`src/rrvke_pkg.sv`:
```
// Shared types and constants for the RESP request verb and key extractor.
// Depends on nothing; the top level refers to it by scoped names.
`timescale 1ns / 1ps

package rrvke_pkg;

   // Parse phases, in the order a well-formed request walks through them.
   typedef enum logic [2:0] {
      PH_START = 3'd0,
      PH_ARRAY = 3'd1,
      PH_HDR1  = 3'd2,
      PH_VERB  = 3'd3,
      PH_CRLF  = 3'd4,
      PH_HDR2  = 3'd5,
      PH_KEY   = 3'd6,
      PH_IDLE  = 3'd7
   } phase_type;

   // Verb and key buffer sizes. They are fixed by the result fields: a verb length
   // fits in four bits and a key length or character index in five.
   localparam int VERB_BYTES = 16;
   localparam int KEY_BYTES  = 32;

   // Result kinds carried on the result channel's tuser.
   localparam logic [1:0] KIND_VERB = 2'd0;
   localparam logic [1:0] KIND_KEY  = 2'd1;
   localparam logic [1:0] KIND_END  = 2'd2;

   // Protocol bytes.
   localparam logic [7:0] CHAR_STAR   = 8'h2A;
   localparam logic [7:0] CHAR_DOLLAR = 8'h24;
   localparam logic [7:0] CHAR_CR     = 8'h0D;
   localparam logic [7:0] CHAR_LF     = 8'h0A;
   localparam logic [7:0] CASE_OFFSET = 8'd32;

   // One result as held in the output slots.
   typedef struct packed {
      logic [1:0] kind;
      logic [7:0] char_value;
      logic [4:0] char_index;
      logic       accepted;
      logic [3:0] verb_length;
      logic [4:0] key_length;
      logic       last_result;
   } result_type;

endpackage

```
`src/resp_request_verb_key_extractor_unit.sv`:
```
// Top level of the RESP request verb and key extractor: byte parser and result slots.
// Depends on rrvke_pkg for the phase type, result type and protocol constants.
`timescale 1ns / 1ps

//  Channel | Direction | Handshake           | Payload
//  req     | in        | req_tvalid/tready   | tdata = data_byte, tlast = window_end
//  rsp     | out       | rsp_tvalid/tready   | tdata = char fields and lengths,
//          |           |                     | tuser = kind, tlast = last_result
//
// Each request byte is parsed in the cycle it is accepted; its results land in a
// two-entry result slot pair in the next cycle.
// A request that yields one result can be accepted every cycle while the consumer
// keeps up. A byte that yields two results (a character plus the end result) holds
// off the next byte until its second result is leaving through the single result port.
// Reset is synchronous and active high; it clears the parse state and empties the slots.
// A stall on rsp_tready holds the slots and deasserts req_tready until room returns.
module resp_request_verb_key_extractor_unit #(
   parameter int HEADER_SKIP_MAX = 8
) (
   input  logic        clock,
   input  logic        reset,
   input  logic        req_tvalid,
   output logic        req_tready,
   input  logic [7:0]  req_tdata,   // [7:0] data_byte
   input  logic        req_tlast,   // window_end
   output logic        rsp_tvalid,
   input  logic        rsp_tready,
   output logic [23:0] rsp_tdata,   // [7:0] char_value, [12:8] char_index,
                                    // [13] accepted, [17:14] verb_length,
                                    // [22:18] key_length, [23] zero
   output logic [1:0]  rsp_tuser,   // [1:0] kind
   output logic        rsp_tlast    // last_result
);

   // Counter widths follow from the limits they count up to.
   localparam int VCW = $clog2(rrvke_pkg::VERB_BYTES);
   localparam int KCW = $clog2(rrvke_pkg::KEY_BYTES);
   localparam int SCW = $clog2(HEADER_SKIP_MAX + 1);

   // Parse state.
   rrvke_pkg::phase_type phase_ff, phase_in;
   logic [SCW-1:0]       skip_ff, skip_in;
   logic [VCW-1:0]       verb_count_ff, verb_count_in;
   logic [KCW-1:0]       key_count_ff, key_count_in;
   logic [1:0]           crlf_count_ff, crlf_count_in;
   logic                 header_ok_ff, header_ok_in;
   logic                 verb_start_ok_ff, verb_start_ok_in;

   // Result slots: slot0 is always the head of the result stream.
   rrvke_pkg::result_type slot0_ff, slot0_in;
   rrvke_pkg::result_type slot1_ff, slot1_in;
   logic [1:0]            count_ff, count_in;

   // Per-byte parse outcome.
   logic                  done;
   logic                  emit_char;
   logic [1:0]            char_kind;
   logic [7:0]            char_val;
   logic [4:0]            char_idx;
   logic                  is_crlf;
   logic                  accept;
   logic                  pop;
   rrvke_pkg::result_type char_res;
   rrvke_pkg::result_type end_res;

   assign is_crlf = (req_tdata == rrvke_pkg::CHAR_CR) || (req_tdata == rrvke_pkg::CHAR_LF);

   // A new byte may enter only when both its possible results fit: the slots are
   // empty, or the one result left is leaving in this cycle.
   assign rsp_tvalid = (count_ff != 2'd0);
   assign pop        = rsp_tvalid && rsp_tready;
   assign req_tready = (count_ff == 2'd0) || ((count_ff == 2'd1) && rsp_tready);
   assign accept     = req_tvalid && req_tready;

   // The byte is offered to the phases in order. A phase that does not consume the
   // byte moves on and leaves it for the next phase in the same cycle. Phases only
   // move forward, so one pass through the checks below covers every hand-off.
   always_comb begin
      phase_in         = phase_ff;
      skip_in          = skip_ff;
      verb_count_in    = verb_count_ff;
      key_count_in     = key_count_ff;
      crlf_count_in    = crlf_count_ff;
      header_ok_in     = header_ok_ff;
      verb_start_ok_in = verb_start_ok_ff;
      done             = 1'b0;
      emit_char        = 1'b0;
      char_kind        = rrvke_pkg::KIND_VERB;
      char_val         = req_tdata;
      char_idx         = 5'd0;

      // The window must open with an array marker; anything else parks the parse.
      if (phase_in == rrvke_pkg::PH_START) begin
         if (req_tdata == rrvke_pkg::CHAR_STAR) begin
            header_ok_in = 1'b1;
            skip_in      = SCW'(1);
            phase_in     = rrvke_pkg::PH_ARRAY;
         end else begin
            phase_in = rrvke_pkg::PH_IDLE;
         end
         done = 1'b1;
      end

      // The array header runs to a line feed or to the skip limit.
      if (!done && phase_in == rrvke_pkg::PH_ARRAY) begin
         skip_in = skip_in + SCW'(1);
         if (req_tdata == rrvke_pkg::CHAR_LF || skip_in >= SCW'(HEADER_SKIP_MAX)) begin
            skip_in  = '0;
            phase_in = rrvke_pkg::PH_HDR1;
         end
         done = 1'b1;
      end

      // Optional bulk header ahead of the verb.
      if (!done && phase_in == rrvke_pkg::PH_HDR1) begin
         if (skip_in == '0) begin
            if (req_tdata == rrvke_pkg::CHAR_DOLLAR) begin
               skip_in = SCW'(1);
               done    = 1'b1;
            end else begin
               phase_in = rrvke_pkg::PH_VERB;
            end
         end else begin
            skip_in = skip_in + SCW'(1);
            if (req_tdata == rrvke_pkg::CHAR_LF || skip_in >= SCW'(HEADER_SKIP_MAX)) begin
               skip_in  = '0;
               phase_in = rrvke_pkg::PH_VERB;
            end
            done = 1'b1;
         end
      end

      // Verb characters, folded to uppercase, until a line break or the verb is full.
      if (!done && phase_in == rrvke_pkg::PH_VERB) begin
         if (verb_count_in >= VCW'(rrvke_pkg::VERB_BYTES - 1) || is_crlf) begin
            phase_in = rrvke_pkg::PH_CRLF;
         end else begin
            if (req_tdata inside {[8'h61:8'h7A]}) begin
               char_val = req_tdata - rrvke_pkg::CASE_OFFSET;
            end
            if (verb_count_in == '0) begin
               verb_start_ok_in = (char_val inside {[8'h41:8'h5A]});
            end
            emit_char     = 1'b1;
            char_kind     = rrvke_pkg::KIND_VERB;
            char_idx      = 5'(verb_count_in);
            verb_count_in = verb_count_in + VCW'(1);
            done          = 1'b1;
         end
      end

      // Up to two line-break bytes between verb and key.
      if (!done && phase_in == rrvke_pkg::PH_CRLF) begin
         if (crlf_count_in < 2'd2 && is_crlf) begin
            crlf_count_in = crlf_count_in + 2'd1;
            done          = 1'b1;
         end else begin
            phase_in = rrvke_pkg::PH_HDR2;
         end
      end

      // Optional bulk header ahead of the key.
      if (!done && phase_in == rrvke_pkg::PH_HDR2) begin
         if (skip_in == '0) begin
            if (req_tdata == rrvke_pkg::CHAR_DOLLAR) begin
               skip_in = SCW'(1);
               done    = 1'b1;
            end else begin
               phase_in = rrvke_pkg::PH_KEY;
            end
         end else begin
            skip_in = skip_in + SCW'(1);
            if (req_tdata == rrvke_pkg::CHAR_LF || skip_in >= SCW'(HEADER_SKIP_MAX)) begin
               skip_in  = '0;
               phase_in = rrvke_pkg::PH_KEY;
            end
            done = 1'b1;
         end
      end

      // Key characters, verbatim, until a line break or the key is full.
      if (!done && phase_in == rrvke_pkg::PH_KEY) begin
         if (key_count_in >= KCW'(rrvke_pkg::KEY_BYTES - 1) || is_crlf) begin
            phase_in = rrvke_pkg::PH_IDLE;
         end else begin
            emit_char    = 1'b1;
            char_kind    = rrvke_pkg::KIND_KEY;
            char_idx     = 5'(key_count_in);
            key_count_in = key_count_in + KCW'(1);
         end
         done = 1'b1;
      end

      // Character result; it is the last one for this byte unless the window ends.
      char_res.kind        = char_kind;
      char_res.char_value  = char_val;
      char_res.char_index  = char_idx;
      char_res.accepted    = 1'b0;
      char_res.verb_length = 4'd0;
      char_res.key_length  = 5'd0;
      char_res.last_result = !req_tlast;

      // End result reports the counts as they stand after this byte.
      end_res.kind        = rrvke_pkg::KIND_END;
      end_res.char_value  = 8'd0;
      end_res.char_index  = 5'd0;
      end_res.accepted    = header_ok_in & verb_start_ok_in;
      end_res.verb_length = 4'(verb_count_in);
      end_res.key_length  = 5'(key_count_in);
      end_res.last_result = 1'b1;

      // The window's last byte returns the parser to its starting state.
      if (req_tlast) begin
         phase_in         = rrvke_pkg::PH_START;
         skip_in          = '0;
         verb_count_in    = '0;
         key_count_in     = '0;
         crlf_count_in    = 2'd0;
         header_ok_in     = 1'b0;
         verb_start_ok_in = 1'b0;
      end
   end

   // Slot loading: an accepted byte refills the slots from scratch, since it is only
   // accepted when they are empty after this cycle's pop. Otherwise a pop shifts up.
   always_comb begin
      slot0_in = slot0_ff;
      slot1_in = slot1_ff;
      count_in = count_ff;
      if (accept) begin
         slot0_in = emit_char ? char_res : end_res;
         slot1_in = end_res;
         count_in = {1'b0, emit_char} + {1'b0, req_tlast};
      end else if (pop) begin
         slot0_in = slot1_ff;
         count_in = count_ff - 2'd1;
      end
   end

   always_ff @(posedge clock) begin
      if (reset) begin
         phase_ff         <= rrvke_pkg::PH_START;
         skip_ff          <= '0;
         verb_count_ff    <= '0;
         key_count_ff     <= '0;
         crlf_count_ff    <= 2'd0;
         header_ok_ff     <= 1'b0;
         verb_start_ok_ff <= 1'b0;
         count_ff         <= 2'd0;
      end else begin
         if (accept) begin
            phase_ff         <= phase_in;
            skip_ff          <= skip_in;
            verb_count_ff    <= verb_count_in;
            key_count_ff     <= key_count_in;
            crlf_count_ff    <= crlf_count_in;
            header_ok_ff     <= header_ok_in;
            verb_start_ok_ff <= verb_start_ok_in;
         end
         count_ff <= count_in;
      end
   end

   always_ff @(posedge clock) begin
      slot0_ff <= slot0_in;
      slot1_ff <= slot1_in;
   end

   assign rsp_tdata = {1'b0, slot0_ff.key_length, slot0_ff.verb_length, slot0_ff.accepted,
                       slot0_ff.char_index, slot0_ff.char_value};
   assign rsp_tuser = slot0_ff.kind;
   assign rsp_tlast = slot0_ff.last_result;

`ifndef ASSERT_OFF
   // An end result always closes the results of its byte.
   assert property (@(posedge clock) disable iff (reset)
      (rsp_tvalid && rsp_tuser == rrvke_pkg::KIND_END) |-> rsp_tlast)
      else $error("end result without last_result");

   // Two queued results are always a character followed by the end result.
   assert property (@(posedge clock) disable iff (reset)
      (count_ff == 2'd2) |-> (slot1_ff.kind == rrvke_pkg::KIND_END &&
                              slot0_ff.kind != rrvke_pkg::KIND_END && !slot0_ff.last_result))
      else $error("second result slot holds something other than an end result");

   // The verb counter never passes its limit.
   assert property (@(posedge clock) disable iff (reset)
      verb_count_ff <= VCW'(rrvke_pkg::VERB_BYTES - 1))
      else $error("verb counter past its limit");
`endif

endmodule

```
`config.mk`:
```
export PLATFORM = sky130hd
export DESIGN_NAME = resp_request_verb_key_extractor_unit
export DESIGN_NICKNAME = d
export VERILOG_FILES = /design/src/rrvke_pkg.sv /design/src/resp_request_verb_key_extractor_unit.sv
export SDC_FILE = /design/constraint.sdc
export NUM_CORES = 1
export LEC_CHECK = 0
export ABC_AREA = 1
export BUFFER_PORTS_ARGS = -buffer_cell sky130_fd_sc_hd__buf_2
export CAP_MARGIN = 30
export CORE_MARGIN = 5
export CORE_UTILIZATION = 35
export CTS_CLUSTER_SIZE = 30
export DETAILED_ROUTE_END_ITERATION = 6
export PLACE_DENSITY_LB_ADDON = 0.05
export SLEW_MARGIN = 30
export SYNTH_ARGS = -nofsm -noshare
export SYNTH_HDL_FRONTEND = slang
export SYNTH_SLANG_ARGS = --single-unit
```
`constraint.sdc`:
```
create_clock -name clock -period 7.53 [get_ports clock]
set_input_delay 0.753 -clock clock [delete_from_list [all_inputs] [get_ports clock]]
set_output_delay 0.753 -clock clock [all_outputs]
set_load 0.02 [all_outputs]
```
; ---- Yosys cells after proc, flatten, opt, wreduce, memory -nomap -nowiden
; Cells that the tools add are included.
[classes]
add_sub_neg = 9
n_lt_le_gt_ge = 10
eq_ne = 11
mux = 80
bitwise_logic = 1
reduce_logical = 36
[op_table]
columns = operator, n
row1 = two-way mux 26 bit, 3
row2 = two-way mux 4 bit, 18
row3 = two-way mux 3 bit, 19
row4 = two-way mux 8 bit, 5
row5 = two-way mux 1 bit, 25
row6 = two-way mux 5 bit, 5
row7 = adder 4 x 1 -> 4 bit (second input constant), 4
row8 = == test 8 x 4 -> 1 bit (second input constant), 2
row9 = == test 8 x 6 -> 1 bit (second input constant), 2
row10 = greater-or-equal comparator 4 bit (second input constant), 4
row11 = greater-or-equal comparator 8 x 7 -> 1 bit (second input constant), 2
row12 = less-or-equal comparator 8 x 7 -> 1 bit (second input constant), 2
row13 = logical AND 1 bit, 12
row14 = logical NOT 4 bit, 3
row15 = two-way mux 2 bit, 5
row16 = == test 3 bit (second input constant), 3
row17 = nonzero test 2 bit, 4
row18 = subtractor 8 x 6 -> 8 bit (second input constant), 1
row19 = logical NOT 1 bit, 7
row20 = logical OR 1 bit, 7
row21 = == test 3 x 2 -> 1 bit (second input constant), 2
row22 = adder 5 x 1 -> 5 bit (second input constant), 1
row23 = greater-or-equal comparator 5 bit (second input constant), 1
row24 = == test 3 x 1 -> 1 bit (second input constant), 1
row25 = 9 further kinds, 9
[totals]
register_bits = 58
inputBits = 13
output_inout_bits = 29
word_cells = 165

; ---- Longest topological paths before layout
; Gate-level depths: netlist of run 1.
[depth]
word_depth = 28
ltp_mapped = 34
ltp_nobuf = 34

; ---- Least setup slack after synthesis of run 1
; OpenSTA, ideal clock, no wires.
[synth_path]
path_type = input to register
start = input port req_tdata[4]
end = register count_ff[0]
setup_ns = 0.121
arrival_time_ns = 3.944
required_ns = 7.409
slack_ns = 3.465
stages = 34
n_path_buf = 0
path_cell_list = inv_1 > nand2_2 > nor2_4 > nand3_4 > nand2_1 > inv_1 > ha_1 > nand2_1 > o21ai_1 > nand2_1 > ha_1 > nand2_1 > inv_2 > nand2_1 > nand2_1 > nor2_1 > nand3_1 > nand2_1 > inv_1 > ha_1 > nand2_1 > nor2_1 > inv_1 > nand2_1 > nand2_1 > nand2_2 > nand2_4 > nand3_4 > nand2_4 > ha_1 > nand2_1 > o211ai_1 > o211ai_1 > inv_1
[synth_via]
elab_chain_len = 28
elab_cells_between_ends = 77
classes_between = 4 x add/sub / 3 x order compare / 10 x eq/ne / 40 x mux / 20 x reduce/logical
[synth_rtl]
columns = element, line_no
row1 = start: declaration, resp_request_verb_key_extractor_unit.sv:24  ; input logic [7:0] req_tdata,
row2 = branches (longest 25 deep; another with adder 4 x 1 -> 4 bit), n/a
row3 = two-way mux 1 bit (*), resp_request_verb_key_extractor_unit.sv:182  ; if (!done && phase_in == rrvke_pkg::PH_KEY) begin
row4 = adder 1 x 1 -> 2 bit (*), resp_request_verb_key_extractor_unit.sv:233  ; count_in = {1'b0, emit_char} + {1'b0, req_tlast};
row5 = two-way mux 2 bit (*), resp_request_verb_key_extractor_unit.sv:230  ; if (accept) begin
row6 = end signal: assignment, resp_request_verb_key_extractor_unit.sv:260  ; count_ff <= count_in;
row7 = end: declaration, resp_request_verb_key_extractor_unit.sv:52  ; logic [1:0] count_ff, count_in;
; Mark *: on every way between the ends.
; A chain may end at the register's enable or synchronous reset.

; ---- Worst setup path after layout of run 1
; Ends and elaborated chain as after synthesis.

==> impl_metrics.csv, run 1 <==
group,metric,value,unit
logic_synthesis,yosysUniqueCellTypes,40,
critical_path,reg2regPathDepth,33,
min_path,whs_path_depth,2,
critical_path,cpMostUsedCell,"nand2_1",
power,switching_power,0.5045,mW
sta,min_period,4.293,ns
sta,rsz0062_at_grt,"no",
clock_tree,cts_made_buffers,9,
global_route,overflow,0,
clock_tree,cts_tree,"yes",
logic_synthesis,async_flop_share,0,
floorplan,rows,37,
global_route,grtUsageMet3,0.03493,
logic_synthesis,synth_compound_area_frac,0.1039,
sta,skew,0.01271,ns
power,p_int,0.7092,mW
route,viasPerCell,4.640,
logic_synthesis,synth_ff_type,"edfxtp_1",
sta,post-route-period-util,0.5701,
sta,hold_violations,0,
floorplan,io_pins,42,
critical_path,crit_slowest_cell,"ha_1",
global_route,grt_max_degree,32,
global_route,grt_use_total,0.1423,
critical_path,required,7.76,ns
logic_synthesis,avgSynthCellArea,7.818,um^2
min_path,hold_class,"reg2reg",
sta,worst_slew_margin_rel,0.4681,
critical_path,slowest_delay,0.27,ns
global_route,antenna_found_initial,0,
min_path,min-delay-start,"header_ok_ff$_SDFFE_PP0P_",
sta,clock.fmax,233.0,MHz
job,max_cap_viol_count,0,
clock_tree,cts_setup_buffers,0,
logic_synthesis,seq_area_frac_synth,0.4240,
logic_synthesis,synth-simple-area-share,0.3156,
route,wirelength,8410,um
logic_synthesis,synth_xor_area_frac,0.01220,
sta,fin_ws,3.237,ns
min_path,min_to,"header_ok_ff$_SDFFE_PP0P_",
power,ir_drop,0.2288,mV
sta,maxSlewViolCount,0,
power,p_leak,1.933,nW
logic_synthesis,syn_nets,486,
final_layout,fillers,1044,
critical_path,worst_setup_path_end_kind,"flip-flop",
clock_tree,clock-sinks,58,
critical_path,r2r_start,"phase_ff[0]$_SDFFE_PP0P_",
final_layout,final_cell_mix,"132 x nand2_1, 61 x inv_1, 40 x buf_2, 36 x edfxtp_1, 27 x nor2_1",
logic_synthesis,synth-adder-area-share,0.04881,
global_route,grt_pass1_wl,14350,um
critical_path,path_class,"in2reg",
clock_tree,htreeDepth,3,
clock_tree,cts_root_buf,"clkbuf_8",
final_layout,syn_to_final_growth,14.78,%
final_layout,final_common_cell,"nand2_1",
critical_path,worstSetupStartpointType,"input pin",
route,drtPass1Iterations,4,
global_route,grt.busiest_layer,"met2",
route,drtIter0Drc,100,
global_route,globalRouteMet1Util,0.1943,
sta,finalSetupViolCount,0,
logic_synthesis,synth_top_cell_by_area,"edfxtp_1",
route,detail_route.wl_per_cell,13.04,um
clock_tree,cts_hold_buf,0,
global_route,grt_pass1_vias,2912,
outcome,status,"complete, no violations",
final_layout,drive_above_1_share,0.2279,
logic_synthesis,synth_edf_count,36,
placed_design,dp_hpwl,6179,um
floorplan,initial_core_util,0.3539,
sta,tightest_slew,0.7970,ns
power,clockPowerShare,0.219,
critical_path,cp.arrival,4.53,ns
logic_synthesis,synth_top_family_by_area,"simple AND/OR/NAND/NOR gates",
power,switching_share,0.4156,
final_layout,n_antenna_cell,0,
placed_design,dp_slack,2.883,ns
logic_synthesis,synth_area,0.003588,mm^2
placed_design,io_buffers,40,
power,p_comb_frac,0.391,
logic_synthesis,synth_seq_cells,58,
logic_synthesis,synthMuxAreaShare,0.003138,
clock_tree,cts_resized,0,
logic_synthesis,ys_top_cells_by_area,"edfxtp_1 30%, nand2_1 14%, dfxtp_1 12%, inv_1 6.4%, ha_1 4.9%",
route,antenna_left,0,
clock_tree,clkLatencyLatePin,0.34,ns
floorplan,core_area,0.01014,mm^2
final_layout,post-route-util,0.4063,
critical_path,r2r_setup_slack,3.42,ns
floorplan,die_h,111.3,um
floorplan,die_w,111.3,um
logic_synthesis,synth_top_area_frac,0.3013,
power,share_seq_of_total_power,0.390,
final_layout,final_nets,531,
route,route.vias.total,2993,
power,power_density,294.7,mW/mm^2
placed_design,routabilityCongestion,0.7839,
logic_synthesis,synthCells,459,
critical_path,crit_path_max_fanout,10,
clock_tree,clockBufferDepth,2,
logic_synthesis,ys_warn_count,0,
floorplan,die-area,0.01238,mm^2
route,drc,0,
clock_tree,clk_pin_slew_worst_paths,0.07,ns
global_route,met2_usage,0.2272,
critical_path,r2r_end,"count_ff[0]$_SDFFE_PP0P_",
sta,tns,0,ns
critical path, delay by kind of cell:
kind / cells / cell delay, ns
AOI/OAI and AO/OA: 3 / 0.35
adders and majority gates: 4 / 0.87
buffers and inverters: 7 / 0.59
and+or+nand+nor: 20 / 1.95
Yosys cell counts (2+ instances only):
master,count
or2_2,2
nand2_4,5
a21oi_1,22
clkbuf_1,6
ha_1,14
nor2_1,27
nor2_4,2
a21oi_2,4
nand3_1,22
nor2_2,8
inv_1,61
nand3_2,5
o21ai_0,16
a31oi_1,2
nand2_2,7
o21ai_1,9
dfxtp_1,22
nand2_1,132
inv_2,14
o22ai_1,2
edfxtp_1,36
nor3_1,6
nand3_4,3
nand4_1,10
o211ai_1,3
xor2_1,5
stage by stage:
step	cells	power (mW)	instance area (um^2)	hold WS, ns
final	645	1.214	4119	0.4867
after global placement	629	0.9621	3935	0.4770
after global routing	645	1.312	4119	0.5197
after detailed placement	629	0.9644	3940	0.4784
after floorplan	459	0.8190	3588	0.4492
after CTS	645	1.236	4119	0.4930
cells by family after synthesis:
kind of cell / Yosys count
flops: 58
buf+inv: 84
other cells: 1
fa+ha+maj: 14
compound gates: 64
xor+xnor: 5
simple gates: 232
mux: 1
final cells by class:
type | instances | area (um^2) | share of cell area
multi-input cells | 317 | 1744 | 0.4235
flip-flops and latches | 58 | 1521 | 0.3694
inverters | 75 | 281.5 | 0.06835
repair buffers | 43 | 222.7 | 0.05407
well taps | 136 | 170.2 | 0.04131
clock buffers | 10 | 137.6 | 0.03341
clock inverters | 6 | 41.29 | 0.01002
power groups by stage:
stage	Combinational (mW)	Clock, mW	Sequential (mW)
floorplan	0.264	0	0.555
global placement	0.483	0	0.479
detailed placement	0.484	0	0.480
CTS	0.486	0.276	0.475
global route	0.536	0.291	0.485
finish	0.475	0.266	0.473
how the worst max path moves through the flow:
stage,start,end,slack (ns),cells after the start
final,req_tdata[4],count_ff[0]$_SDFFE_PP0P_,3.24,34
after global routing,req_tdata[4],count_ff[0]$_SDFFE_PP0P_,2.79,34
after CTS,req_tdata[4],count_ff[0]$_SDFFE_PP0P_,3.21,34
after detailed placement,req_tdata[4],count_ff[0]$_SDFFE_PP0P_,2.88,34
after global placement,req_tdata[4],count_ff[0]$_SDFFE_PP0P_,3.01,34
after floorplan,req_tdata[4],count_ff[0]$_SDFFE_PP0P_,3.46,34
per-layer routing:
metal  share of wire  wire [um]  vias to the layer above
met1            0.49       4103                     1360
met3           0.049        416                        9
met5               0          0                        -
li1                -          -                     1575
met4          0.0090         76                        0
met2            0.45       3815                       49
sequential cells by signal (all words and copies together) (netlist names), 2 cells and up:
signal / flops
count_ff: 2
crlf_count_ff: 2
key_count_ff: 5
phase_ff: 3
rsp_tdata: 23
rsp_tuser: 2
skip_ff: 4
slot1_ff: 10
verb_count_ff: 4
Power figures use the tool's default switching activity.
==> run 2, diff against run 1 <==
==> constraint.sdc (replaced) <==
create_clock -name clock -period 3.81 [get_ports clock]
set_input_delay 0.381 -clock clock [delete_from_list [all_inputs] [get_ports clock]]
set_output_delay 0.381 -clock clock [all_outputs]
set_load 0.02 [all_outputs]
==> impl_metrics.csv, run 2 (synthesis results as in run 1) <==
group,metric,value,unit
clock_tree,cts_root_buf,"clkbuf_8",
clock_tree,clock-sinks,58,
floorplan,die_h,111.3,um
sta,post-route-period-util,0.9404,
clock_tree,clockBufferDepth,2,
global_route,overflow,0,
clock_tree,cts_tree,"yes",
final_layout,final_common_cell,"nand2_1",
route,drc,0,
route,viasPerCell,4.626,
floorplan,io_pins,42,
global_route,antenna_found_initial,0,
outcome,status,"complete, no violations",
sta,worst_slew_margin_rel,0.4356,
critical_path,r2r_setup_slack,0.23,ns
clock_tree,clk_pin_slew_worst_paths,0.07,ns
job,max_cap_viol_count,0,
sta,tightest_slew,0.8457,ns
floorplan,core_area,0.01014,mm^2
critical_path,required,3.91,ns
global_route,grt_pass1_wl,15070,um
clock_tree,cts_hold_buf,0,
sta,skew,0.008275,ns
placed_design,io_buffers,40,
clock_tree,clkLatencyLatePin,0.34,ns
global_route,grt_max_degree,31,
route,drtIter0Drc,208,
final_layout,syn_to_final_growth,30.54,%
power,ir_drop,0.3303,mV
sta,tns,0,ns
floorplan,die_w,111.3,um
critical_path,cpMostUsedCell,"nand2_2",
route,route.vias.total,3220,
critical_path,path_class,"reg2reg",
power,power_density,553.6,mW/mm^2
power,total_power,2.593,mW
route,antenna_left,0,
min_path,hold_class,"in2reg",
critical_path,crit_slowest_cell,"dfxtp_2",
sta,maxSlewViolCount,0,
final_layout,n_antenna_cell,0,
sta,hold_violations,0,
final_layout,largest_reg_flops,23,
clock_tree,cts_made_buffers,9,
floorplan,die-area,0.01238,mm^2
critical_path,slowest_delay,0.32,ns
critical_path,worst_setup_path_end_kind,"flip-flop",
final_layout,fillers,1038,
final_layout,final_cell_mix,"118 x nand2_1, 57 x inv_1, 51 x buf_4, 40 x buf_2, 36 x edfxtp_1",
sta,min_period,3.583,ns
power,p_leak,2.197,nW
final_layout,final_nets,582,
route,drtPass1Iterations,4,
sta,rsz0062_at_grt,"yes",
final_layout,drive_above_1_share,0.3571,
global_route,grt_pass1_vias,3072,
sta,clock.fmax,279.1,MHz
placed_design,dp_hpwl,6608,um
critical_path,worstSetupStartpointType,"flip-flop",
placed_design,routabilityCongestion,0.8200,
route,detail_route.wl_per_cell,13.13,um
route,wirelength,9141,um
clock_tree,htreeDepth,3,
floorplan,initial_core_util,0.3539,
floorplan,rows,37,
final_layout,postLayoutCellArea,0.004684,mm^2
global_route,grt_use_total,0.1494,
sta,finalSetupViolCount,0,
placed_design,place_area,0.004285,mm^2
critical_path,crit_path_max_fanout,8,
critical_path,cp.arrival,3.68,ns
==> run 2: final timing paths <==
kind	start	to	cells past startpoint
max	phase_ff[0]$_SDFFE_PP0P_	rsp_tdata[0]$_SDFFCE_PN0P_	32
min reg2reg	header_ok_ff$_SDFFE_PP0P_	header_ok_ff$_SDFFE_PP0P_	2
min	req_tlast	rsp_tlast$_SDFFCE_PN1P_	2
max reg2reg	phase_ff[0]$_SDFFE_PP0P_	rsp_tdata[0]$_SDFFCE_PN0P_	32
==> run 2: routing by layer <==
layer / wire length [um] / global-route usage / vias to the layer above
met3: 415 / 0.04258 / 7
met4: 95 / 0.04217 / 0
li1: - / - / 1682
met2: 4104 / 0.2240 / 52
met1: 4525 / 0.2099 / 1479
met5: 0 / 0 / -
==> run 2: power by group <==
group	switching [mW]	leakage, nW	internal, mW
combinational	0.740	1.58	0.382
clock	0.281	0.0847	0.253
sequential	0.0501	0.534	0.887
total	1.07	2.20	1.52
==> run 2: layout make-up <==
| type | count | area [um^2] | area share |
|---|---|---|---|
| tap | 136 | 170.2 | 0.03632 |
| clock buffer | 10 | 137.6 | 0.02938 |
| inverter | 75 | 284.0 | 0.06063 |
| multi-input combinational | 317 | 1902 | 0.4060 |
| sequential | 58 | 1524 | 0.3253 |
| clock inverter | 6 | 41.29 | 0.008814 |
| timing repair buffer | 94 | 625.6 | 0.1335 |
==> run 2: per-stage QoR <==
step                      hold WS, ns  worst slack, ns  utilization  instances
final                          0.3854           0.2272       0.4621        696
after global routing           0.3738         -0.06249       0.4621        696
after CTS                      0.3529          0.06707       0.4403        690
after detailed placement       0.4729         -0.07537       0.4227        674
after global placement         0.4632         -0.03899       0.4227        674
after floorplan                0.4492           0.1169            -        459
==> run 2: repair_timing <==
item                       CTS  global route
setup endpoints to repair    0            38
buffers inserted             0             6
gates resized for setup      0            47
==> run 2: worst max-delay path: cells and delay by family, from the launching register on <==
kind | cells | cell delay, ns
and+or+nand+nor | 21 | 1.71
adders and majority gates | 3 | 0.61
DFF | 1 | 0.32
AOI/OAI and AO/OA | 1 | 0.07
buffers and inverters | 7 | 0.61
